[config.mk]
export PLATFORM = sky130hd
export DESIGN_NAME = udrg_regs
export DESIGN_NICKNAME = d
export VERILOG_FILES = /design/src/rtl/udrg_pkg.sv /design/src/rtl/udrg_regs.sv
export SDC_FILE = /design/constraint.sdc
export NUM_CORES = 1
export LEC_CHECK = 0
export BUFFER_PORTS_ARGS = -buffer_cell sky130_fd_sc_hd__buf_2
export CORE_ASPECT_RATIO = 2
export CORE_MARGIN = 5
export CORE_UTILIZATION = 50
export CTS_CLUSTER_SIZE = 25
export DETAILED_ROUTE_END_ITERATION = 12
export PLACE_DENSITY = 0.9
export SETUP_SLACK_MARGIN = 0.1
export SKIP_LAST_GASP = 1
export SYNTH_ARGS = -nofsm -noshare
export SYNTH_HDL_FRONTEND = slang
export SYNTH_SLANG_ARGS = --single-unit
[constraint.sdc]
create_clock -name clk -period 3.3 [get_ports clk]
set_clock_uncertainty 0.15 [all_clocks]
set_input_delay 0.33 -clock clk [delete_from_list [all_inputs] [get_ports clk]]
set_output_delay 0.33 -clock clk [all_outputs]
set_load 0.005 [all_outputs]
[src/rtl/udrg_pkg.sv]
`timescale 1ns / 1ps

package udrg_pkg;

  // payload widths
  localparam int ID_W    = 12;
  localparam int KEY_W   = 32;
  localparam int PORT_W  = 9;
  localparam int HOP_W   = 4;
  localparam int RADIX_W = 8;
  localparam int STG_W   = 4;

  // configuration port
  localparam int DATA_W    = 64;
  localparam int ADDR_W    = 5;
  localparam int REG_SHIFT = 3;
  localparam int PACK_W    = 40;

  // shared divider: 32-bit dividend, eight quotient bits per cycle
  localparam int DIV_W     = 32;
  localparam int SHORT_W   = 16;
  localparam int DIV_STEP  = 8;
  localparam int LONG_CYC  = DIV_W / DIV_STEP;
  localparam int SHORT_CYC = SHORT_W / DIV_STEP;
  localparam int CNT_W     = 3;

  // routing modes
  localparam logic [1:0] MODE_STATIC = 2'd0;
  localparam logic [1:0] MODE_RANDOM = 2'd1;
  localparam logic [1:0] MODE_RR     = 2'd2;

  typedef enum logic [1:0] {
    REG_MODE   = 2'd0,
    REG_STAGES = 2'd1,
    REG_DOWN   = 2'd2,
    REG_UP     = 2'd3
  } reg_idx_t;

  typedef struct packed {
    logic [1:0]        mode;
    logic [2:0]        stages;
    logic [PACK_W-1:0] down_radices;
    logic [PACK_W-1:0] up_radices;
  } cfg_t;

  typedef struct packed {
    logic start;
    logic long_op;
  } div_ctl_t;

  typedef struct packed {
    logic busy;
    logic done;
  } div_sts_t;

  // byte s of a packed radix word, zero beyond the fifth byte
  function automatic logic [RADIX_W-1:0] radix_at(input logic [PACK_W-1:0] radices,
                                                  input logic [STG_W-1:0] s);
    logic [RADIX_W-1:0] r;
    begin
      case (s)
        4'd0:    r = radices[7:0];
        4'd1:    r = radices[15:8];
        4'd2:    r = radices[23:16];
        4'd3:    r = radices[31:24];
        4'd4:    r = radices[39:32];
        default: r = '0;
      endcase
      return r;
    end
  endfunction

endpackage

[src/rtl/udrg_regs.sv]
`timescale 1ns / 1ps

module udrg_regs (
  input  logic                         clk,
  input  logic                         rst,
  input  logic                         psel,
  input  logic                         penable,
  input  logic                         pwrite,
  input  logic [udrg_pkg::ADDR_W-1:0]  paddr,
  input  logic [udrg_pkg::DATA_W-1:0]  pwdata,
  output logic [udrg_pkg::DATA_W-1:0]  prdata,
  output logic                         pready,
  output udrg_pkg::cfg_t               cfg
);
  import udrg_pkg::*;

  reg_idx_t idx;
  logic     wr_en;

  assign idx    = reg_idx_t'(paddr[ADDR_W-1:REG_SHIFT]);
  assign wr_en  = psel && penable && pwrite;
  assign pready = 1'b1;

  // register writes
  always_ff @(posedge clk) begin
    if (rst) begin
      cfg.mode         <= MODE_STATIC;
      cfg.stages       <= 3'd1;
      cfg.down_radices <= PACK_W'(2);
      cfg.up_radices   <= PACK_W'(1);
    end else if (wr_en) begin
      case (idx)
        REG_MODE:   cfg.mode         <= pwdata[1:0];
        REG_STAGES: cfg.stages       <= pwdata[2:0];
        REG_DOWN:   cfg.down_radices <= pwdata[PACK_W-1:0];
        REG_UP:     cfg.up_radices   <= pwdata[PACK_W-1:0];
        default: ;
      endcase
    end
  end

  // read back
  always_comb begin
    case (idx)
      REG_MODE:   prdata = DATA_W'(cfg.mode);
      REG_STAGES: prdata = DATA_W'(cfg.stages);
      REG_DOWN:   prdata = DATA_W'(cfg.down_radices);
      REG_UP:     prdata = DATA_W'(cfg.up_radices);
      default:    prdata = '0;
    endcase
  end

endmodule

# Word-level counts from Yosys, hierarchy flattened
# Index checks and enable logic that the tools add are counted.
[classes]
reduce_logical = 7
eq_ne = 3
mux = 1
[ops]
columns = ["operator", "count"]
rows = [
  ["64-bit one-hot mux with 4 select lines", 1],
  ["2-bit AND reduction", 4],
  ["2-bit == test (second input constant)", 2],
  ["2-bit by 1-bit == test with 1-bit output (second input constant)", 1],
  ["1-bit logical AND", 2],
  ["2-bit logical NOT", 1],
]
[word_totals]
out_inout_bits = 150
inputBits = 74
ff_bits = 85

# Longest topological paths before layout
[logic_depth]
depth_word = 3
mapped_depth = 6

# Worst setup path after synthesis
# OpenSTA, ideal clock, no wires.
[synth_timing]
path_kind = "input -> output"
start = "input paddr[3] (netlist name)"
end = "output prdata[2] (netlist name)"
slack_ps = 1541
stages = 4
arrival_ps = 1279
n_path_buf = 2
required_time_ps = 2820
cell_sequence = "buf_2 -> buf_2 -> mux2_2 -> a22o_1"
[synth_between]
elab_chain_len = 2
elab_cells_between_ends = 5
[synth_rtl]
columns = ["item", "line_no", "text"]
rows = [
  ["start: declaration", "udrg_regs.sv:9", "input logic [udrg_pkg::ADDR_W-1:0] paddr,"],
  ["2-bit == test, or another cell as far along", "udrg_regs.sv:44", "case (idx)"],
  ["64-bit one-hot mux with 4 select lines (*)", "udrg_regs.sv:44", ""],
  ["end: declaration", "udrg_regs.sv:11", "output logic [udrg_pkg::DATA_W-1:0] prdata,"],
]
# Every way passes the cells marked *; elsewhere a longest branch is shown, timed or not. The select of a mux whose other input is x is not followed.

# Worst setup path in the final report
[layout_timing]
start = "input paddr[3] (netlist name)"
end = "output prdata[1] (netlist name)"
# The elaborated chain is that of the path after synthesis.

==> run summary <==
The flow ran to the end, and the final reports show no timing, DRC or antenna violations. The final critical-path share of the clock period was 62.97%. Traced cell by cell, the critical path runs through buf_2 > buf_4 > mux4_2 > buf_2.

Summing over every cut layer, the via total after detailed routing is 3517. The largest area contributor in the synthesized netlist is sky130_fd_sc_hd__dfxtp_1. For the clock network fraction of design power, the log shows 42.7%. The proportion of power drawn by combinational gates was 8.8%; the share of synthesized flip-flops with an asynchronous set or reset was 0%.

The count of antenna-violating nets left after detailed routing is 0. The count of buffers added on input and output ports is 171. The number of buffers created by CTS is 9. The H-tree depth was 3; the simple logic cell fraction of the synthesized area was 23.84%.

Summing all multi-input logic gate instances after layout gives 2451 µm². The static leakage was 2.816 nW; the total setup buffers inserted after CTS was 0. The count of flip-flops with a built-in enable after synthesis is 0. The main combinational cell family by area after synthesis was multiplexers. In this run switching power makes up 22.50% of total power. A synthesized cell averages 10.03 µm². The smallest hold slack was 0.1299 ns.

Setup repair after global routing left no endpoint under its margin. The tools report the clock net sink count as 85. Broken down by cell family, the worst path's largest delay share belongs to buffers and inverters. The slowest stage of the critical path belongs to the cell sky130_fd_sc_hd__mux4_2. The time the final worst path needs with I/O delays and setup works out to 2.078 ns. Clock-pin slew was measured on the worst setup and hold paths at 0.06 ns. After synthesis, the largest area contributor takes up 38.11% of total cell area. The run gives 0.33 ns as the insertion delay of the later-clocked pin in the worst-skew pair. Ranked by total cell area, the synthesized netlist is headed by sky130_fd_sc_hd__dfxtp_1 (38%), sky130_fd_sc_hd__mux2i_1 (27%), sky130_fd_sc_hd__nand2b_1 (17%). The most numerous cell type found on the critical path is sky130_fd_sc_hd__buf_2.

The global routing usage on met2 was 36.58%. Pin placement for this block handled 224 I/O pins. Detailed placement finished with a half-perimeter wire length of 8422 µm. The filler cells instantiated in the layout total 710. The number of hold buffers added after CTS was 0.

Setup violations remaining at the end of the flow were counted as 0. The critical path capture point type is an output port. The largest stage delay on the critical path was 0.54 ns; the pre-CTS setup slack was 1.188 ns.

The number of gates resized after CTS was 0. The run gives 1 as the initial antenna violation count. Dividing the detail-routed via count by the number of cells gives 5.010. The number of nets at the end of the flow is 671.

The floorplan step set the die width to 76.83 µm. The floorplan has 48 rows. For the sequential cell area, the log shows 1702 µm². The least setup slack across all paths after layout was 1.222 ns; the met3 capacity usage during global routing was 4.642%. Headroom to the max-slew limit came out at 50.45%.

The worst-path maximum fanout came out at 14. In this run the standard cell core region covers 8708 µm². The actual slew at the worst max-slew pin came out at 0.7432 ns.

The power density over cell area came out at 396.7 nW/µm². The logs give 121 for the first-iteration detailed-routing DRC count and 11030 µm for the final wirelength. Counting flops and latches in the post-synthesis netlist gives 85.

For this run, global-route usage on met1 was measured as 18.64%. The max-slew violation count is 0. In this run the most used layer during global routing was met2. The maximum buffer depth of the clock tree was 2; the number of flip-flops in the largest register was 85.

The count of synthesis-stage warnings from yosys came out at 0. The largest registers in the layout are cfg (85). The share of cell area taken by muxes after synthesis is 28.61%, and the internal portion of total power is 0.001681 W. In the final layout, the share of cells above drive strength 1 is 32.89%. The required time of the critical path came out at 2.82 ns. The cell chosen for the clock root was sky130_fd_sc_hd__clkbuf_16. The number of standard cells after synthesis was 445; the number of max-cap violations was 0. The area growth from synthesis to layout is 22.47%. The first global-routing pass estimated 17400 µm of wire. Measured along the y axis, the die boundary spans 143.7 µm. The tools report the total net switching power as 0.0004882 W. Entering global routing, the biggest net connects 70 pins. Classification of the worst-slack hold path: in2reg. The share of the yosys chip area belonging to registers came out at 38.11%. The most used flip-flop cell after synthesis is sky130_fd_sc_hd__dfxtp_1. The register ranked first by flip-flop count was cfg. Sequential cells burn 48.4% of the power.

In the final routed layout, each cell accounts on average for 15.72 µm. For the placer congestion estimate, the log shows 0.7660. The run gives 481.3 MHz as the maximum achievable frequency. Summed over all layers, the global routing overflow is 0. Data arrives at the worst endpoint at 1.60 ns. The first TritonRoute pass finished after 5 iterations.

For the unique cell type count in the Yosys netlist, the log shows 19. The run gives 4466 µm² as the area of the mapped netlist. The overall die area was 11040 µm².

Sorting the synthesized cells by how often they occur yields sky130_fd_sc_hd__mux2i_1 (122), sky130_fd_sc_hd__nand2b_1 (122), sky130_fd_sc_hd__dfxtp_1 (85), sky130_fd_sc_hd__nor2b_1 (38), sky130_fd_sc_hd__buf_4 (29). The critical path in this run is classified as in2out. The final number of hold-violating endpoints was 0. For this run, the total global-route usage over all layers was measured as 19.42%. The total negative slack is 0 ns.

TritonCTS built the clock tree. Via count of the first global-routing pass: 3619. The synthesized-area fraction occupied by adder cells was 0%; the number of DRC violations after detailed routing was 0. The critical path contains buffers and inverters numbering 3 combined.

STA classifies the critical path startpoint as a primary input. Starting density of the core: 51.28%. VDD sags by at most 0.2567 mV. 0 antenna diodes ended up in the layout. The fraction of synthesized cell area in xor and xnor cells came out at 0%. The synthesized netlist devotes 0.1961% of its cell area to compound gates.
==> power by group through the flow <==
stage	Clock (W)	Combinational [W]	Sequential (W)
final	0.000927	0.000192	0.00105
after global routing	0.000993	0.000210	0.00105
after CTS	0.000948	0.000194	0.00105
after detailed placement	0	0.000193	0.00107
after global placement	0	0.000187	0.00107
after floorplan	0	0.000150	0.00107
==> per-stage QoR <==
stage                     instance area [µm²]  power [W]  utilization [%]  std cells
after floorplan                          4552   0.001223                -        468
after global placement                   5191   0.001259            59.61        686
after detailed placement                 5191   0.001266            59.61        686
after CTS                                5469   0.002192            62.80        702
after global routing                     5469   0.002255            62.80        702
final                                    5469   0.002169            62.80        702
==> logic make-up (layout without fill, tap and decap cells) <==
family	after synthesis	count (layout)
AND/OR/NAND/NOR	173	173
buffers and inverters	59	193
flip-flops	85	85
multiplexers	125	125
other	2	25
AO/OA/AOI/OAI	1	1
==> worst min-delay path, stage by stage <==
cell and delay, ns:
sky130_fd_sc_hd__buf_2 0.09, sky130_fd_sc_hd__nand2b_1 0.07, sky130_fd_sc_hd__mux2i_1 0.07
==> cell usage in the layout (no fill, tap or decap), types with 5 or more instances in the layout <==
cell type / count
sky130_fd_sc_hd__buf_2: 171
sky130_fd_sc_hd__mux2i_1: 122
sky130_fd_sc_hd__dfxtp_1: 85
sky130_fd_sc_hd__nand2b_1: 122
sky130_fd_sc_hd__clkinv_2: 5
sky130_fd_sc_hd__nor2_1: 6
sky130_fd_sc_hd__nor2b_1: 38
sky130_fd_sc_hd__clkbuf_16: 9
sky130_fd_sc_hd__conb_1: 25
sky130_fd_sc_hd__buf_4: 5
==> area by class of cell <==
cell class | count | area share, %
timing repair buffer | 177 | 16.70
tap | 100 | 2.288
clock buffer | 11 | 4.621
multi-input combinational | 324 | 44.82
clock inverter | 5 | 0.4576
sequential | 85 | 31.11
==> per-layer routing <==
| metal | up-vias | share of wire, % |
|---|---|---|
| met5 | - | 0.13 |
| met4 | 2 | 4.5 |
| met3 | 40 | 6.2 |
| met2 | 139 | 55 |
| met1 | 1625 | 34 |
| li1 | 1711 | - |
==> worst paths after layout <==
check	from	end	slack [ns]	depth (start not counted)
max	paddr[3]	prdata[1]	1.22	4
min reg2reg	cfg[6]$_SDFFE_PP0P_	cfg[6]$_SDFFE_PP0P_	0.34	2
max reg2reg	cfg[41]$_SDFFE_PP1P_	cfg[41]$_SDFFE_PP1P_	2.49	2
min	pwdata[18]	cfg[58]$_SDFFE_PP0P_	0.13	3
No activity file was read; power rests on OpenSTA's default activity.
