==> src/rtl/udrg_pkg.sv <==
`timescale 1ns / 1ps

package udrg_pkg;

  // payload widths
  localparam int ID_W    = 12;
  localparam int KEY_W   = 32;
  localparam int PORT_W  = 9;
  localparam int HOP_W   = 4;
  localparam int RADIX_W = 8;
  localparam int STG_W   = 4;

  // configuration port
  localparam int DATA_W    = 64;
  localparam int ADDR_W    = 5;
  localparam int REG_SHIFT = 3;
  localparam int PACK_W    = 40;

  // shared divider: 32-bit dividend, eight quotient bits per cycle
  localparam int DIV_W     = 32;
  localparam int SHORT_W   = 16;
  localparam int DIV_STEP  = 8;
  localparam int LONG_CYC  = DIV_W / DIV_STEP;
  localparam int SHORT_CYC = SHORT_W / DIV_STEP;
  localparam int CNT_W     = 3;

  // routing modes
  localparam logic [1:0] MODE_STATIC = 2'd0;
  localparam logic [1:0] MODE_RANDOM = 2'd1;
  localparam logic [1:0] MODE_RR     = 2'd2;

  typedef enum logic [1:0] {
    REG_MODE   = 2'd0,
    REG_STAGES = 2'd1,
    REG_DOWN   = 2'd2,
    REG_UP     = 2'd3
  } reg_idx_t;

  typedef struct packed {
    logic [1:0]        mode;
    logic [2:0]        stages;
    logic [PACK_W-1:0] down_radices;
    logic [PACK_W-1:0] up_radices;
  } cfg_t;

  typedef struct packed {
    logic start;
    logic long_op;
  } div_ctl_t;

  typedef struct packed {
    logic busy;
    logic done;
  } div_sts_t;

  // byte s of a packed radix word, zero beyond the fifth byte
  function automatic logic [RADIX_W-1:0] radix_at(input logic [PACK_W-1:0] radices,
                                                  input logic [STG_W-1:0] s);
    logic [RADIX_W-1:0] r;
    begin
      case (s)
        4'd0:    r = radices[7:0];
        4'd1:    r = radices[15:8];
        4'd2:    r = radices[23:16];
        4'd3:    r = radices[31:24];
        4'd4:    r = radices[39:32];
        default: r = '0;
      endcase
      return r;
    end
  endfunction

endpackage

==> src/rtl/udrg_div.sv <==
`timescale 1ns / 1ps

module udrg_div #(
  parameter int DVW = 13
) (
  input  logic                        clk,
  input  logic                        rst,
  input  udrg_pkg::div_ctl_t          ctl,
  input  logic [udrg_pkg::DIV_W-1:0]  dividend,
  input  logic [DVW-1:0]              divisor,
  output udrg_pkg::div_sts_t          sts,
  output logic [udrg_pkg::DIV_W-1:0]  quot,
  output logic [DVW-1:0]              rem
);
  import udrg_pkg::*;

  logic [DIV_W-1:0] dq;
  logic [DIV_W-1:0] dq_next;
  logic [DVW-1:0]   r;
  logic [DVW-1:0]   r_next;
  logic [DVW-1:0]   dvs;
  logic [CNT_W-1:0] cnt;
  logic             long_q;
  logic             busy;
  logic             done;

  // eight restoring steps per cycle
  always_comb begin
    logic [DVW:0] t;
    dq_next = dq;
    r_next  = r;
    for (int k = 0; k < DIV_STEP; k++) begin
      t       = {r_next, dq_next[DIV_W-1]};
      dq_next = {dq_next[DIV_W-2:0], 1'b0};
      if (t >= {1'b0, dvs}) begin
        r_next     = DVW'(t - {1'b0, dvs});
        dq_next[0] = 1'b1;
      end else begin
        r_next = t[DVW-1:0];
      end
    end
  end

  // step count and completion pulse
  always_ff @(posedge clk) begin
    if (rst) begin
      busy <= 1'b0;
      done <= 1'b0;
      cnt  <= '0;
    end else begin
      done <= 1'b0;
      if (ctl.start) begin
        busy <= 1'b1;
        cnt  <= ctl.long_op ? CNT_W'(LONG_CYC) : CNT_W'(SHORT_CYC);
      end else if (busy) begin
        if (cnt == CNT_W'(1)) begin
          busy <= 1'b0;
          done <= 1'b1;
        end
        cnt <= cnt - 1'b1;
      end
    end
  end

  // short operands are left aligned so only their sixteen bits are stepped
  always_ff @(posedge clk) begin
    if (ctl.start) begin
      dq     <= ctl.long_op ? dividend
                            : {dividend[SHORT_W-1:0], {(DIV_W-SHORT_W){1'b0}}};
      r      <= '0;
      dvs    <= divisor;
      long_q <= ctl.long_op;
    end else if (busy) begin
      dq <= dq_next;
      r  <= r_next;
    end
  end

  assign quot     = long_q ? dq : DIV_W'(dq[SHORT_W-1:0]);
  assign rem      = r;
  assign sts.busy = busy;
  assign sts.done = done;

endmodule

==> config.mk <==
export PLATFORM = sky130hd
export DESIGN_NAME = udrg_div
export DESIGN_NICKNAME = d
export VERILOG_FILES = /design/src/rtl/udrg_pkg.sv /design/src/rtl/udrg_div.sv
export SDC_FILE = /design/constraint.sdc
export NUM_CORES = 1
export LEC_CHECK = 0
export BUFFER_PORTS_ARGS = -buffer_cell sky130_fd_sc_hd__buf_4
export CORE_MARGIN = 5
export CORE_UTILIZATION = 35
export CTS_BUF_LIST = sky130_fd_sc_hd__clkbuf_2 sky130_fd_sc_hd__clkbuf_4 sky130_fd_sc_hd__clkbuf_8
export CTS_CLUSTER_DIAMETER = 40
export DETAILED_ROUTE_END_ITERATION = 16
export GPL_TIMING_DRIVEN = 0
export PLACE_DENSITY = 0.51
export SLEW_MARGIN = 10
export SYNTH_ARGS = -nofsm -noshare
export SYNTH_HDL_FRONTEND = slang
export SYNTH_SLANG_ARGS = --single-unit
export TNS_END_PERCENT = 30
==> constraint.sdc <==
create_clock -name clk -period 43.7 [get_ports clk]
set_input_delay 8.74 -clock clk [delete_from_list [all_inputs] [get_ports clk]]
set_output_delay 8.74 -clock clk [all_outputs]
set_load 0.1 [all_outputs]
---- Word-level counts from Yosys, hierarchy flattened ----
Cells that the tools add are included.
word-level totals
  register bits after elaboration ......... 64
  bits of input ports ..................... 49
  output and inout port bits .............. 47
  word-level logic and storage cells ...... 55
cells by class
  add/subtract/negate cells ............... 9
  $lt $le $gt $ge ......................... 8
  equal/unequal tests ..................... 1
  mux-type cells .......................... 27
  bitwise operators ....................... 1
  reductions and logical operators ........ 2
operators by type and width
  operator               count
  $mux W32               4
  $ge A14 B13 Y1         8
  $mux W13               8
  $sub A13 B13 Y13       8
  $mux W1                12
  $mux W3                3
  $eq A3 B1 Y1 const B   1
  $reduce_or A3 Y1       1
  $sub A3 B1 Y3 const B  1
  $reduce_bool A2 Y1     1
  $not A1 Y1             1

---- Longest topological paths before layout ----
Gate-level depths: netlist of the first run.
  depth after elaboration ................. 18
  gate-level depth with buffers ........... 99

---- Worst setup path after synthesis of the first run ----
Ideal clock, no wire load.
  path kind ............................... reg-to-reg
  from .................................... reg r[0] (netlist: rem[0])
  to ...................................... reg r[12] (netlist: rem[12])
  library setup time ...................... 0.122 ns
  arrival time ............................ 20.617 ns
  data required time ...................... 43.578 ns
  setup slack ............................. 22.962 ns
  stages on the path, launching flop included .. 87
  path buffers ............................ 7
  period minus slack after synthesis ...... 20.738 ns
  cells stage by stage .................... dfxtp_1 inv_1 fa_1 nand2b_1 a21oi_1 a211oi_4 a41o_2 nand2_2 mux2_2 ha_1 nand3_1 a2111oi_2 o31a_1 o41ai_2 o211ai_4 clkbuf_1 mux2_2 fa_1 (+51 left out) o311ai_2 a211o_2 buf_2 clkbuf_1 o21ai_0 ha_1 a21o_1 a221o_1 a21oi_1 o21bai_1 a21oi_1 nor2b_1 o21ai_0 nand2_1 a21o_1 a221oi_4 nor2_2 a221o_1
between the ends
  cells in the longest elaborated chain, start to end .. 16
  elaborated cells between the ends (all ways) .. 24
  classes of those cells .................. add/sub: 8; order compare: 8; mux: 8
ends and longest elaborated chain
  what                                                RTL line                        RTL
  start, declared                                     udrg_div.sv:19                  logic [DVW-1:0] r;
  start signal, assigned                              udrg_div.sv:75                  r <= r_next;
  $sub A13 B13 Y13 or $ge A14 B13 Y1 (tied branches)  udrg_div.sv:36, udrg_div.sv:35
  $mux W13 *                                          udrg_div.sv:35                  if (t >= {1'b0, dvs}) begin
  $sub A13 B13 Y13 or $ge A14 B13 Y1 (tied branches)  udrg_div.sv:36, udrg_div.sv:35
  $mux W13 *                                          udrg_div.sv:35
  $sub A13 B13 Y13 or $ge A14 B13 Y1 (tied branches)  udrg_div.sv:36, udrg_div.sv:35
  $mux W13 *                                          udrg_div.sv:35
  $sub A13 B13 Y13 or $ge A14 B13 Y1 (tied branches)  udrg_div.sv:36, udrg_div.sv:35
  $mux W13 *                                          udrg_div.sv:35
  $sub A13 B13 Y13 or $ge A14 B13 Y1 (tied branches)  udrg_div.sv:36, udrg_div.sv:35
  $mux W13 *                                          udrg_div.sv:35
  $sub A13 B13 Y13 or $ge A14 B13 Y1 (tied branches)  udrg_div.sv:36, udrg_div.sv:35
  $mux W13 *                                          udrg_div.sv:35
  $sub A13 B13 Y13 or $ge A14 B13 Y1 (tied branches)  udrg_div.sv:36, udrg_div.sv:35
  $mux W13 *                                          udrg_div.sv:35
  $sub A13 B13 Y13 or $ge A14 B13 Y1 (tied branches)  udrg_div.sv:36, udrg_div.sv:35
  $mux W13 *                                          udrg_div.sv:35
Mark *: on every way between the ends. The rest lies on a longest branch, timed or not.
A chain may end at the register's enable or synchronous reset.

---- Worst setup path after layout of the first run ----
  from .................................... reg dvs[1]
  to ...................................... reg r[12] (netlist: rem[12])
between the ends
  cells in the longest elaborated chain, start to end .. 16
  elaborated cells between the ends (all ways) .. 24
  classes of those cells .................. add/sub: 8; order compare: 8; mux: 8
ends and longest elaborated chain
  what                                                RTL line                        RTL
  start, declared                                     udrg_div.sv:21                  logic [DVW-1:0] dvs;
  start signal, assigned                              udrg_div.sv:71                  dvs <= divisor;
  $sub A13 B13 Y13 or $ge A14 B13 Y1 (tied branches)  udrg_div.sv:36, udrg_div.sv:35
  $mux W13                                            udrg_div.sv:35
  $sub A13 B13 Y13 or $ge A14 B13 Y1 (tied branches)  udrg_div.sv:36, udrg_div.sv:35
  $mux W13                                            udrg_div.sv:35
  $sub A13 B13 Y13 or $ge A14 B13 Y1 (tied branches)  udrg_div.sv:36, udrg_div.sv:35
  $mux W13                                            udrg_div.sv:35
  $sub A13 B13 Y13 or $ge A14 B13 Y1 (tied branches)  udrg_div.sv:36, udrg_div.sv:35
  $mux W13                                            udrg_div.sv:35
  $sub A13 B13 Y13 or $ge A14 B13 Y1 (tied branches)  udrg_div.sv:36, udrg_div.sv:35
  $mux W13                                            udrg_div.sv:35
  $sub A13 B13 Y13 or $ge A14 B13 Y1 (tied branches)  udrg_div.sv:36, udrg_div.sv:35
  $mux W13                                            udrg_div.sv:35
  $sub A13 B13 Y13 or $ge A14 B13 Y1 (tied branches)  udrg_div.sv:36, udrg_div.sv:35
  $mux W13                                            udrg_div.sv:35
  $sub A13 B13 Y13 or $ge A14 B13 Y1 (tied branches)  udrg_div.sv:36, udrg_div.sv:35
  $mux W13 *                                          udrg_div.sv:35
Marks and branches as above.

==> results of run 1 <==
## cell usage after synthesis, drive strengths merged, types with 8 or more instances
cell	instances	share of area, %
o21a	13	1.1
and2	22	1.5
a22o	9	0.88
nor3	22	1.2
a221o	10	1.1
mux2	51	6.5
ha	106	15
mux2i	31	3.5
nand4	17	1.2
nor2b	22	1.5
a21oi	92	5.2
inv	59	2.5
nand3	12	0.67
nand2	68	2.9
or3b	9	0.88
xnor2	59	5.8
and3	9	0.74
xor2	16	1.6
fa	8	1.8
clkbuf	19	0.80
o21ai	62	3.5
nor2	84	3.6
a31oi	9	0.63
o21bai	8	0.67
a21o	34	2.9
a211oi	12	1.3
nand2b	21	1.5
edfxtp	46	15
buf	25	1.9
dfxtp	18	4.0
## final cells by class
class / instances / area [µm²] / share of cell area (%)
plain buffers: 44 / 239.0 / 2.328
clock buffers: 10 / 131.4 / 1.280
clock inverters: 6 / 92.59 / 0.9020
inverters: 59 / 221.5 / 2.157
multi-input cells: 880 / 6713 / 65.40
flip-flops and latches: 64 / 1742 / 16.97
well taps: 330 / 412.9 / 4.022
repair buffers: 95 / 713.2 / 6.948
## state kept, by name, indices dropped and copies added (netlist names)
register / cells
dq: 32
dvs: 13
rem: 13
cnt: 3
busy: 1
done: 1
long_q: 1
## critical path: cells and delay by family, from the launching register on
| family | cells | cell delay, ps |
|---|---|---|
| flip-flops | 1 | 950 |
| buffers and inverters | 9 | 3130 |
| adder cells (fa/ha/maj) | 8 | 3150 |
| AO/OA/AOI/OAI | 48 | 12440 |
| AND/OR/NAND/NOR | 17 | 2920 |
| multiplexers | 7 | 2850 |
## cells in the final DEF (no fill, tap or decap), types with 22 or more instances in the layout
master      n
edfxtp_1   46
ha_1      106
mux2_2     49
buf_4     113
inv_1      58
nand2_1    67
mux2i_1    30
and2_1     22
o21ai_0    62
nor2b_1    22
a21o_1     34
xnor2_1    59
nor2_1     82
a21oi_1    91
nor3_1     22
## final timing paths
| check | to | slack (ps) | cells after the start |
|---|---|---|---|
| min | cnt[0] | 560 | 2 |
| max reg2reg | rem[12] | 18100 | 89 |
| max | rem[12] | 18100 | 89 |
| min reg2reg | cnt[0] | 560 | 2 |
## cell families after synthesis
family | Yosys count | share of synthesized area (%)
fa+ha+maj | 114 | 16.67
buf+inv | 103 | 5.165
flops | 64 | 19.54
mux | 82 | 10.01
compound gates | 303 | 23.76
simple gates | 306 | 17.49
xor+xnor | 75 | 7.368
## routing by layer
layer | vias up | share of wire, %
li1 | 4082 | -
met4 | 0 | 1.5
met5 | - | 0
met3 | 22 | 4.2
met2 | 177 | 42
met1 | 3883 | 52
## per-stage QoR
step                hold slack [ps]  instance area (µm²)  utilization (%)  setup WS (ps)
finish                        561.4                10260            40.88          18100
global placement              538.3                10040            39.99          18400
floorplan                     517.7                 8915                -          22960
detailed placement            544.4                10040            39.99          18330
CTS                           565.3                10260            40.88          18250
global route                  583.1                10260            40.88          16540
==> load_flow_metrics.sql, run 1 <==
INSERT INTO impl_metrics (metric_group, metric, value, unit) VALUES
('synth', 'postSynthRegisterBits', '64', ''),
('cts', 'post_cts.repair.setup_buffers', '0', ''),
('sta', 'relSlewSlack', '21.83', '%'),
('place', 'gp_congestion', '0.8854', ''),
('route', 'via_per_inst', '5.487', ''),
('route', 'postRouteWirelength', '28.49', 'mm'),
('cts', 'clk_transition_reported_paths', '90', 'ps'),
('floorplanning', 'die_y', '169.6', 'µm'),
('place', 'placed_cells_incl_taps', '1472', ''),
('route', 'drt.antenna.violating_nets', '0', ''),
('cts', 'tritoncts_num_sinks', '64', ''),
('synth', 'seq_area_frac_synth', '19.54', '%'),
('global_routing', 'global_route.usage.met2', '29.07', '%'),
('route', 'drc_errors_left', '0', ''),
('worst_setup_path', 'worst_path_largest_cell_delay', '950', 'ps'),
('cts', 'clock_tree.buffer_depth', '2', ''),
('sta', 'fin_setup_tns', '0', 'ps'),
('cts', 'clock_tree_root_buffer_cell', 'clkbuf_8', ''),
('sta', 'drv_slew', '0', ''),
('global_routing', 'antenna_found_initial', '0', ''),
('final_layout', 'area_growth', '15.14', '%'),
('worst_setup_path', 'crit_path_max_fanout', '10', ''),
('place', 'place.port_buffers', '95', ''),
('cts', 'insertion_delay', '350', 'ps'),
('global_routing', 'groute.layer.met1.usage', '30.22', '%'),
('sta', 'timing.final.setup_violations', '0', ''),
('synth', 'synth.cell_area', '8915', 'µm²'),
('final_layout', 'nNetsFinal', '1316', ''),
('final_layout', 'antenna_fix_cells', '0', ''),
('synth', 'ys_async_sr_fraction', '0', '%'),
('sta', 'grt_setup_unrepaired', 'no', ''),
('global_routing', 'gr-usage-all-layers', '19.43', '%'),
('cts', 'tritoncts', 'built', ''),
('floorplanning', 'placementRows', '58', ''),
('cts', 'cts_buffer_count', '9', ''),
('floorplanning', 'initial_core_util', '35.50', '%'),
('sta', 'worst-slew-pin-transition', '1165', 'ps'),
('route', 'first_iter_violations', '636', ''),
('run', 'cap_violations', '0', ''),
('worst_setup_path', 'critical_path.startpoint', 'dvs[1]', ''),
('route', 'drt-wirelength-per-cell', '19.15', 'µm'),
('global_routing', 'overflow_after_grt', '0', ''),
('worst_setup_path', 'critical-path-slowest-cell', 'edfxtp_1', ''),
('run_status', 'status', 'finished clean', ''),
('global_routing', 'grt_max_degree', '33', ''),
('synth', 'syn_nets', '1210', ''),
('floorplanning', 'die_footprint', '28760', 'µm²'),
('sta', 'clock_skew', '16.79', 'ps'),
('worst_setup_path', 'arrival_time_at_the_worst_endpoint', '25830', 'ps'),
('worst_setup_path', 'rr_startpoint', 'dvs[1]', ''),
('worst_setup_path', 'startpoint_type', 'register', ''),
('cts', 'h-tree-depth', '3', ''),
('global_routing', 'top_usage_layer', 'met1', ''),
('place', 'detailedPlacementHpwl', '23.16', 'mm'),
('final_layout', 'drive_above_1_share', '18.91', '%'),
('sta', 'achievable-frequency', '0.03906', 'GHz'),
('synth', 'synthDistinctLibCells', '86', ''),
('worst_setup_path', 'crit_path_end_kind', 'register', ''),
('sta', 'timing_hold_violations_final', '0', ''),
('synth', 'synth_enable_flop_cells', '46', ''),
('floorplanning', 'design.core.area', '25110', 'µm²'),
('hold_path', 'worstHoldPathType', 'register to register', ''),
('synth', 'synth-main-ff-cell', 'edfxtp_1', ''),
('global_routing', 'grt_pass1_vias', '7773', ''),
('floorplanning', 'die_width', '169.6', 'µm'),
('route', 'drt_pass1_iterations', '5', ''),
('hold_path', 'min-delay-start', 'cnt[0]', ''),
('synth', 'synthesis.instances', '1047', ''),
('worst_setup_path', 'cp.required', '43930', 'ps'),
('synth', 'mean_post_synth_cell_area', '8.515', 'µm²'),
('sta', 'post-route-period-util', '58.58', '%'),
('route', 'routed-via-count', '8164', ''),
('sta', 'finalWorstPathRequiredPeriod', '25600', 'ps'),
('cts', 'cts_resized', '0', ''),
('cts', 'cts.hold.buffers_added', '0', ''),
('floorplanning', 'io-pin-count', '96', ''),
('final_layout', 'nFillCells', '2596', ''),
('global_routing', 'global_route_wire_length_before_repair', '43.99', 'mm'),
('worst_setup_path', 'path_class', 'register to register', ''),
('global_routing', 'grtUsageMet3', '2.096', '%'),
('synth', 'synth-warning-count', '0', ''),
('final_layout', 'final-instance-count-excl-fill', '1488', '');
Power of run 1 is left out: the tool's default activity adds up to more than one toggle a clock period on the data nets, which glitch-free logic cannot reach.
==> run 2: changes to the inputs <==
--- a/config.mk
+++ b/config.mk
@@ -5,6 +5,7 @@
 export SDC_FILE = /design/constraint.sdc
 export NUM_CORES = 1
 export LEC_CHECK = 0
+export ABC_AREA = 1
 export BUFFER_PORTS_ARGS = -buffer_cell sky130_fd_sc_hd__buf_4
 export CORE_MARGIN = 5
 export CORE_UTILIZATION = 35
@@ -12,7 +13,7 @@
 export CTS_CLUSTER_DIAMETER = 40
 export DETAILED_ROUTE_END_ITERATION = 16
 export GPL_TIMING_DRIVEN = 0
-export PLACE_DENSITY = 0.51
+export PLACE_DENSITY = 0.53
 export SLEW_MARGIN = 10
 export SYNTH_ARGS = -nofsm -noshare
 export SYNTH_HDL_FRONTEND = slang
==> constraint.sdc (replaced) <==
create_clock -name clk -period 21.8 [get_ports clk]
set_input_delay 4.36 -clock clk [delete_from_list [all_inputs] [get_ports clk]]
set_output_delay 4.36 -clock clk [all_outputs]
set_load 0.1 [all_outputs]
==> load_flow_metrics.sql, run 2 <==
INSERT INTO impl_metrics (metric_group, metric, value, unit) VALUES
('global_routing', 'global_route_wire_length_before_repair', '47.19', 'mm'),
('run', 'cap_violations', '0', ''),
('floorplanning', 'die_footprint', '29610', 'µm²'),
('hold_path', 'worstHoldPathType', 'register to register', ''),
('final_layout', 'most_common_cell_after_layout_fill_and_taps_aside', 'nand2_1', ''),
('cts', 'tritoncts', 'built', ''),
('synth', 'synthDistinctLibCells', '48', ''),
('final_layout', 'area_growth', '14.45', '%'),
('cts', 'clk_transition_reported_paths', '80', 'ps'),
('synth', 'ys_async_sr_fraction', '0', '%'),
('synth', 'synth-warning-count', '0', ''),
('worst_setup_path', 'worst_path_largest_cell_delay', '860', 'ps'),
('sta', 'grt_setup_unrepaired', 'no', ''),
('worst_setup_path', 'crit_path_max_fanout', '10', ''),
('synth', 'synth_largest_area_cell', 'nand2_1', ''),
('global_routing', 'grt_pass1_vias', '8990', ''),
('synth', 'synth.cell_area', '9195', 'µm²'),
('route', 'drt.antenna.violating_nets', '0', ''),
('route', 'first_iter_violations', '509', ''),
('place', 'place.port_buffers', '95', ''),
('cts', 'insertion_delay', '350', 'ps'),
('worst_setup_path', 'r2r_slack', '1960', 'ps'),
('synth', 'seq_area_frac_synth', '18.94', '%'),
('sta', 'timing_hold_violations_final', '0', ''),
('route', 'postRouteWirelength', '29.94', 'mm'),
('route', 'drt-wirelength-per-cell', '16.22', 'µm'),
('floorplanning', 'io-pin-count', '96', ''),
('final_layout', 'drive_above_1_share', '12.77', '%'),
('cts', 'tritoncts_num_sinks', '64', ''),
('global_routing', 'antenna_found_initial', '0', ''),
('route', 'drc_errors_left', '0', ''),
('floorplanning', 'initial_core_util', '35.39', '%'),
('route', 'drt_pass1_iterations', '5', ''),
('synth', 'commonest_cells_post_synth', 'nand2_1, inv_1, ha_1, nand3_1, a21oi_1', ''),
('cts', 'clock_tree.buffer_depth', '2', ''),
('final_layout', 'mostFrequentLayoutCells', 'nand2_1, inv_1, buf_4, ha_1, nand3_1', ''),
('sta', 'timing.final.setup_violations', '0', ''),
('final_layout', 'nNetsFinal', '1669', ''),
('sta', 'fin_setup_tns', '0', 'ps'),
('cts', 'h-tree-depth', '3', ''),
('synth', 'synth_enable_flop_cells', '46', ''),
('synth', 'synth-main-ff-cell', 'edfxtp_1', ''),
('worst_setup_path', 'cp_top_family', 'compound AO/OA/AOI/OAI gates', ''),
('final_layout', 'layout.core_utilization', '40.50', '%'),
('route', 'via_per_inst', '4.947', ''),
('final_layout', 'flip_flop_count_of_the_largest_register_after_layout', '32', ''),
('run_status', 'status', 'finished clean', ''),
('synth', 'post-synth-top-area-fraction', '17.43', '%'),
('cts', 'cts_buffer_count', '9', ''),
('floorplanning', 'placementRows', '59', ''),
('sta', 'drv_slew', '0', ''),
('sta', 'clock_skew', '10.43', 'ps'),
('cts', 'clock_tree_root_buffer_cell', 'clkbuf_8', ''),
('route', 'routed-via-count', '9132', ''),
('sta', 'post-route-period-util', '91.02', '%'),
('sta', 'finalWorstPathRequiredPeriod', '19840', 'ps'),
('final_layout', 'antenna_fix_cells', '0', ''),
('worst_setup_path', 'crit_path_end_kind', 'register', ''),
('synth', 'mean_post_synth_cell_area', '6.568', 'µm²'),
('cts', 'cts.hold.buffers_added', '0', ''),
('place', 'gp_congestion', '0.9077', ''),
('sta', 'achievable-frequency', '0.05040', 'GHz'),
('sta', 'worst-slew-pin-transition', '787.8', 'ps'),
('synth', 'synth.area.top_cells', 'nand2_1, edfxtp_1, ha_1', ''),
('cts', 'post_cts.repair.setup_buffers', '0', ''),
('final_layout', 'top_reg_by_flops', 'dq', ''),
('floorplanning', 'die_y', '172.1', 'µm'),
('worst_setup_path', 'critical-path-slowest-cell', 'edfxtp_1', ''),
('global_routing', 'grt_max_degree', '34', ''),
('synth', 'postSynthRegisterBits', '64', ''),
('place', 'detailedPlacementHpwl', '24.22', 'mm'),
('worst_setup_path', 'critPathMostFrequentCell', 'nand2_1', ''),
('final_layout', 'nFillCells', '2847', ''),
('global_routing', 'gr-usage-all-layers', '20.19', '%'),
('synth', 'syn_nets', '1563', ''),
('floorplanning', 'design.core.area', '25980', 'µm²'),
('worst_setup_path', 'path_class', 'register to register', ''),
('worst_setup_path', 'startpoint_type', 'register', ''),
('sta', 'relSlewSlack', '47.48', '%'),
('global_routing', 'overflow_after_grt', '0', ''),
('worst_setup_path', 'cp.required', '22040', 'ps'),
('worst_setup_path', 'cp_num_buf_inv', '21', ''),
('worst_setup_path', 'arrival_time_at_the_worst_endpoint', '20080', 'ps'),
('floorplanning', 'die_width', '172.1', 'µm'),
('synth', 'synthesis.instances', '1400', ''),
('cts', 'cts_resized', '0', ''),
('synth', 'most_frequent_cell_after_synthesis', 'nand2_1', '');
==> run 2: cell count changes in the layout (fill, tap and decap cells not counted), sizes merged, moves of 26 or more <==
cell,change
nand2,+369
nand3,+98
mux2,-51
xor2,+33
inv,+172
xnor2,-26
mux2i,-31
a21o,-26
==> run 2: layout make-up <==
| class | instances | area (µm²) | share of cell area, % |
|---|---|---|---|
| inverter | 232 | 873.3 | 8.299 |
| timing repair buffer | 95 | 713.2 | 6.777 |
| clock buffer | 10 | 137.6 | 1.308 |
| sequential | 64 | 1742 | 16.55 |
| clock inverter | 6 | 58.81 | 0.5588 |
| tap | 335 | 419.2 | 3.983 |
| buffer | 47 | 287.8 | 2.735 |
| multi-input combinational | 1057 | 6292 | 59.79 |
==> run 2: worst register-to-register path: cells and delay by family (launching register included) <==
family                   cells  cell delay, ps
AO/OA/AOI/OAI               31            7300
adder cells (fa/ha/maj)      8            2880
buffers and inverters       21            3650
flip-flops                   1             860
AND/OR/NAND/NOR             48            5020
==> run 2: logic make-up after synthesis <==
group           share of synthesized area [%]
compound gates                          14.12
xor+xnor                                7.811
simple gates                            30.33
fa+ha+maj                               16.17
buf+inv                                 12.63
flops                                   18.94
==> run 2: metal layers <==
layer,part of all wire (%),GRT usage [%],wire [µm]
met5,0,0,0
met4,1.9,4.751,579
met3,4.7,3.086,1420
met2,48,35.26,14360
met1,45,26.27,13580
==> run 2: through the flow <==
step	instance area, µm²	hold WS (ps)	cells	setup slack, ps
4_1_cts	10520	469.9	1846	1996
3_5_place_dp	10330	451.3	1830	2075
5_1_grt	10520	507.8	1846	34.24
3_3_place_gp	10330	462.5	1830	2188
6_report	10520	468.9	1846	1958
2_1_floorplan	9195	435.1	1400	5885
==> run 2: worst paths after layout <==
check	start	endpoint	cells past startpoint
worst max register to register	dvs[1]	rem[11]	108
worst min register to register	cnt[2]	done	1
worst max-delay path	dvs[1]	rem[11]	108
worst min-delay path	cnt[2]	done	1
Power of run 2 is left out for the same reason.
==> run 3: changes to the inputs <==
--- a/config.mk
+++ b/config.mk
@@ -8,12 +8,12 @@
 export ABC_AREA = 1
 export BUFFER_PORTS_ARGS = -buffer_cell sky130_fd_sc_hd__buf_4
 export CORE_MARGIN = 5
-export CORE_UTILIZATION = 35
+export CORE_UTILIZATION = 45
 export CTS_BUF_LIST = sky130_fd_sc_hd__clkbuf_2 sky130_fd_sc_hd__clkbuf_4 sky130_fd_sc_hd__clkbuf_8
 export CTS_CLUSTER_DIAMETER = 40
 export DETAILED_ROUTE_END_ITERATION = 16
 export GPL_TIMING_DRIVEN = 0
-export PLACE_DENSITY = 0.53
+export PLACE_DENSITY = 0.65
 export SLEW_MARGIN = 10
 export SYNTH_ARGS = -nofsm -noshare
 export SYNTH_HDL_FRONTEND = slang
==> load_flow_metrics.sql, run 3 (synthesis gave the netlist of run 2 again) <==
INSERT INTO impl_metrics (metric_group, metric, value, unit) VALUES
('final_layout', 'antenna_fix_cells', '0', ''),
('run', 'cap_violations', '0', ''),
('floorplanning', 'die_footprint', '23390', 'µm²'),
('place', 'gp_congestion', '0.9167', ''),
('route', 'drt.antenna.violating_nets', '0', ''),
('sta', 'achievable-frequency', '0.05084', 'GHz'),
('worst_setup_path', 'startpoint_type', 'register', ''),
('worst_setup_path', 'cp.required', '22030', 'ps'),
('final_layout', 'mostFrequentLayoutCells', 'nand2_1, inv_1, buf_4, ha_1, nand3_1', ''),
('final_layout', 'nNetsFinal', '1669', ''),
('global_routing', 'grt_max_degree', '34', ''),
('cts', 'tritoncts_num_sinks', '64', ''),
('route', 'routed.top_layer', 'met4', ''),
('route', 'routed-via-count', '9064', ''),
('floorplanning', 'die_y', '152.9', 'µm'),
('worst_setup_path', 'path_class', 'register to register', ''),
('route', 'first_iter_violations', '526', ''),
('hold_path', 'worstHoldPathType', 'register to register', ''),
('sta', 'worst-slew-pin-transition', '869.3', 'ps'),
('sta', 'timing.final.setup_violations', '0', ''),
('sta', 'fin_setup_tns', '0', 'ps'),
('sta', 'grt_setup_unrepaired', 'no', ''),
('route', 'drc_errors_left', '0', ''),
('final_layout', 'drive_above_1_share', '12.84', '%'),
('route', 'drt_pass1_iterations', '5', ''),
('floorplanning', 'io-pin-count', '96', ''),
('final_layout', 'multi_input_comb_area', '6292', 'µm²'),
('floorplanning', 'placementRows', '52', ''),
('sta', 'timing_hold_violations_final', '0', ''),
('sta', 'relSlewSlack', '42.05', '%'),
('final_layout', 'most_common_cell_after_layout_fill_and_taps_aside', 'nand2_1', ''),
('sta', 'drv_slew', '0', ''),
('sta', 'post-route-period-util', '90.23', '%'),
('route', 'met2_routed_length', '12.73', 'mm'),
('route', 'postRouteWirelength', '27.54', 'mm'),
('global_routing', 'gr-usage-all-layers', '23.08', '%'),
('global_routing', 'grt_pass1_vias', '8652', ''),
('place', 'dpl_ws', '2434', 'ps'),
('route', 'drt-wirelength-per-cell', '15.46', 'µm'),
('worst_setup_path', 'worst_path_largest_cell_delay', '920', 'ps'),
('global_routing', 'overflow_after_grt', '0', ''),
('final_layout', 'layout.core_utilization', '51.67', '%'),
('sta', 'final.setup.worst_slack', '2130', 'ps'),
('worst_setup_path', 'critical-path-slowest-cell', 'edfxtp_1', ''),
('route', 'dr_wl_met3', '1.773', 'mm'),
('final_layout', 'top_reg_by_flops', 'dq', ''),
('worst_setup_path', 'crit_path_max_fanout', '10', ''),
('worst_setup_path', 'arrival_time_at_the_worst_endpoint', '19900', 'ps'),
('global_routing', 'global_route_wire_length_before_repair', '44.13', 'mm'),
('route', 'via_per_inst', '5.089', ''),
('cts', 'clk_transition_reported_paths', '70', 'ps'),
('worst_setup_path', 'crit_path_end_kind', 'register', ''),
('run_status', 'status', 'finished clean', ''),
('sta', 'clock_skew', '13.60', 'ps'),
('route', 'drt-met1-wl', '12.55', 'mm'),
('cts', 'cts_buffer_count', '9', ''),
('place', 'detailedPlacementHpwl', '22.33', 'mm'),
('floorplanning', 'initial_core_util', '45.59', '%'),
('final_layout', 'flip_flop_count_of_the_largest_register_after_layout', '32', ''),
('floorplanning', 'die_width', '152.9', 'µm'),
('sta', 'fin_hold_ws', '465.2', 'ps'),
('worst_setup_path', 'critPathMostFrequentCell', 'nand2_1', ''),
('cts', 'insertion_delay', '340', 'ps'),
('cts', 'h-tree-depth', '3', ''),
('cts', 'clock_tree_root_buffer_cell', 'clkbuf_8', ''),
('final_layout', 'nFillCells', '2097', ''),
('place', 'place.port_buffers', '95', ''),
('cts', 'post_cts.repair.setup_buffers', '0', ''),
('final_layout', 'area_growth', '13.35', '%'),
('cts', 'cts.hold.buffers_added', '0', ''),
('floorplanning', 'design.core.area', '20170', 'µm²'),
('cts', 'cts_resized', '0', ''),
('sta', 'finalWorstPathRequiredPeriod', '19670', 'ps'),
('global_routing', 'antenna_found_initial', '0', ''),
('final_layout', 'layout.area.seq', '1742', 'µm²'),
('cts', 'clock_tree.buffer_depth', '2', ''),
('cts', 'tritoncts', 'built', '');
==> run 3: per-stage QoR <==
stage	cells	cell area, µm²
detailed placement	1765	10250
floorplan	1400	9195
global route	1781	10420
finish	1781	10420
global placement	1765	10250
CTS	1781	10420
==> run 3: cell type report <==
| cell class | count | area share (%) |
|---|---|---|
| tap | 270 | 3.241 |
| inverter | 232 | 8.379 |
| sequential | 64 | 16.71 |
| buffer | 47 | 2.761 |
| clock buffer | 11 | 1.393 |
| clock inverter | 5 | 0.3001 |
| timing repair buffer | 95 | 6.843 |
| multi-input combinational | 1057 | 60.37 |
==> run 3: path summary, 6_finish.rpt <==
check	start	end	slack (ps)	depth (start not counted)
worst max-delay path	dvs[1]	rem[9]	2130	109
worst max register to register	dvs[1]	rem[9]	2130	109
worst min-delay path	cnt[2]	done	470	1
worst min register to register	cnt[2]	done	470	1
==> run 3: worst max-delay path, delay by kind of cell, from the launching register on <==
kind                     cells  cell delay (ps)
AO/OA/AOI/OAI               30             6950
adder cells (fa/ha/maj)      8             2900
buffers and inverters       21             3550
flip-flops                   1              920
AND/OR/NAND/NOR             50             5160
==> run 3: layer usage <==
metal  GRT usage [%]  vias to the layer above
met5               0                        -
met2           39.94                      229
li1                -                     4758
met3           4.467                       31
met1           29.80                     4046
met4           5.473                        0
Power of run 3 is left out for the same reason.
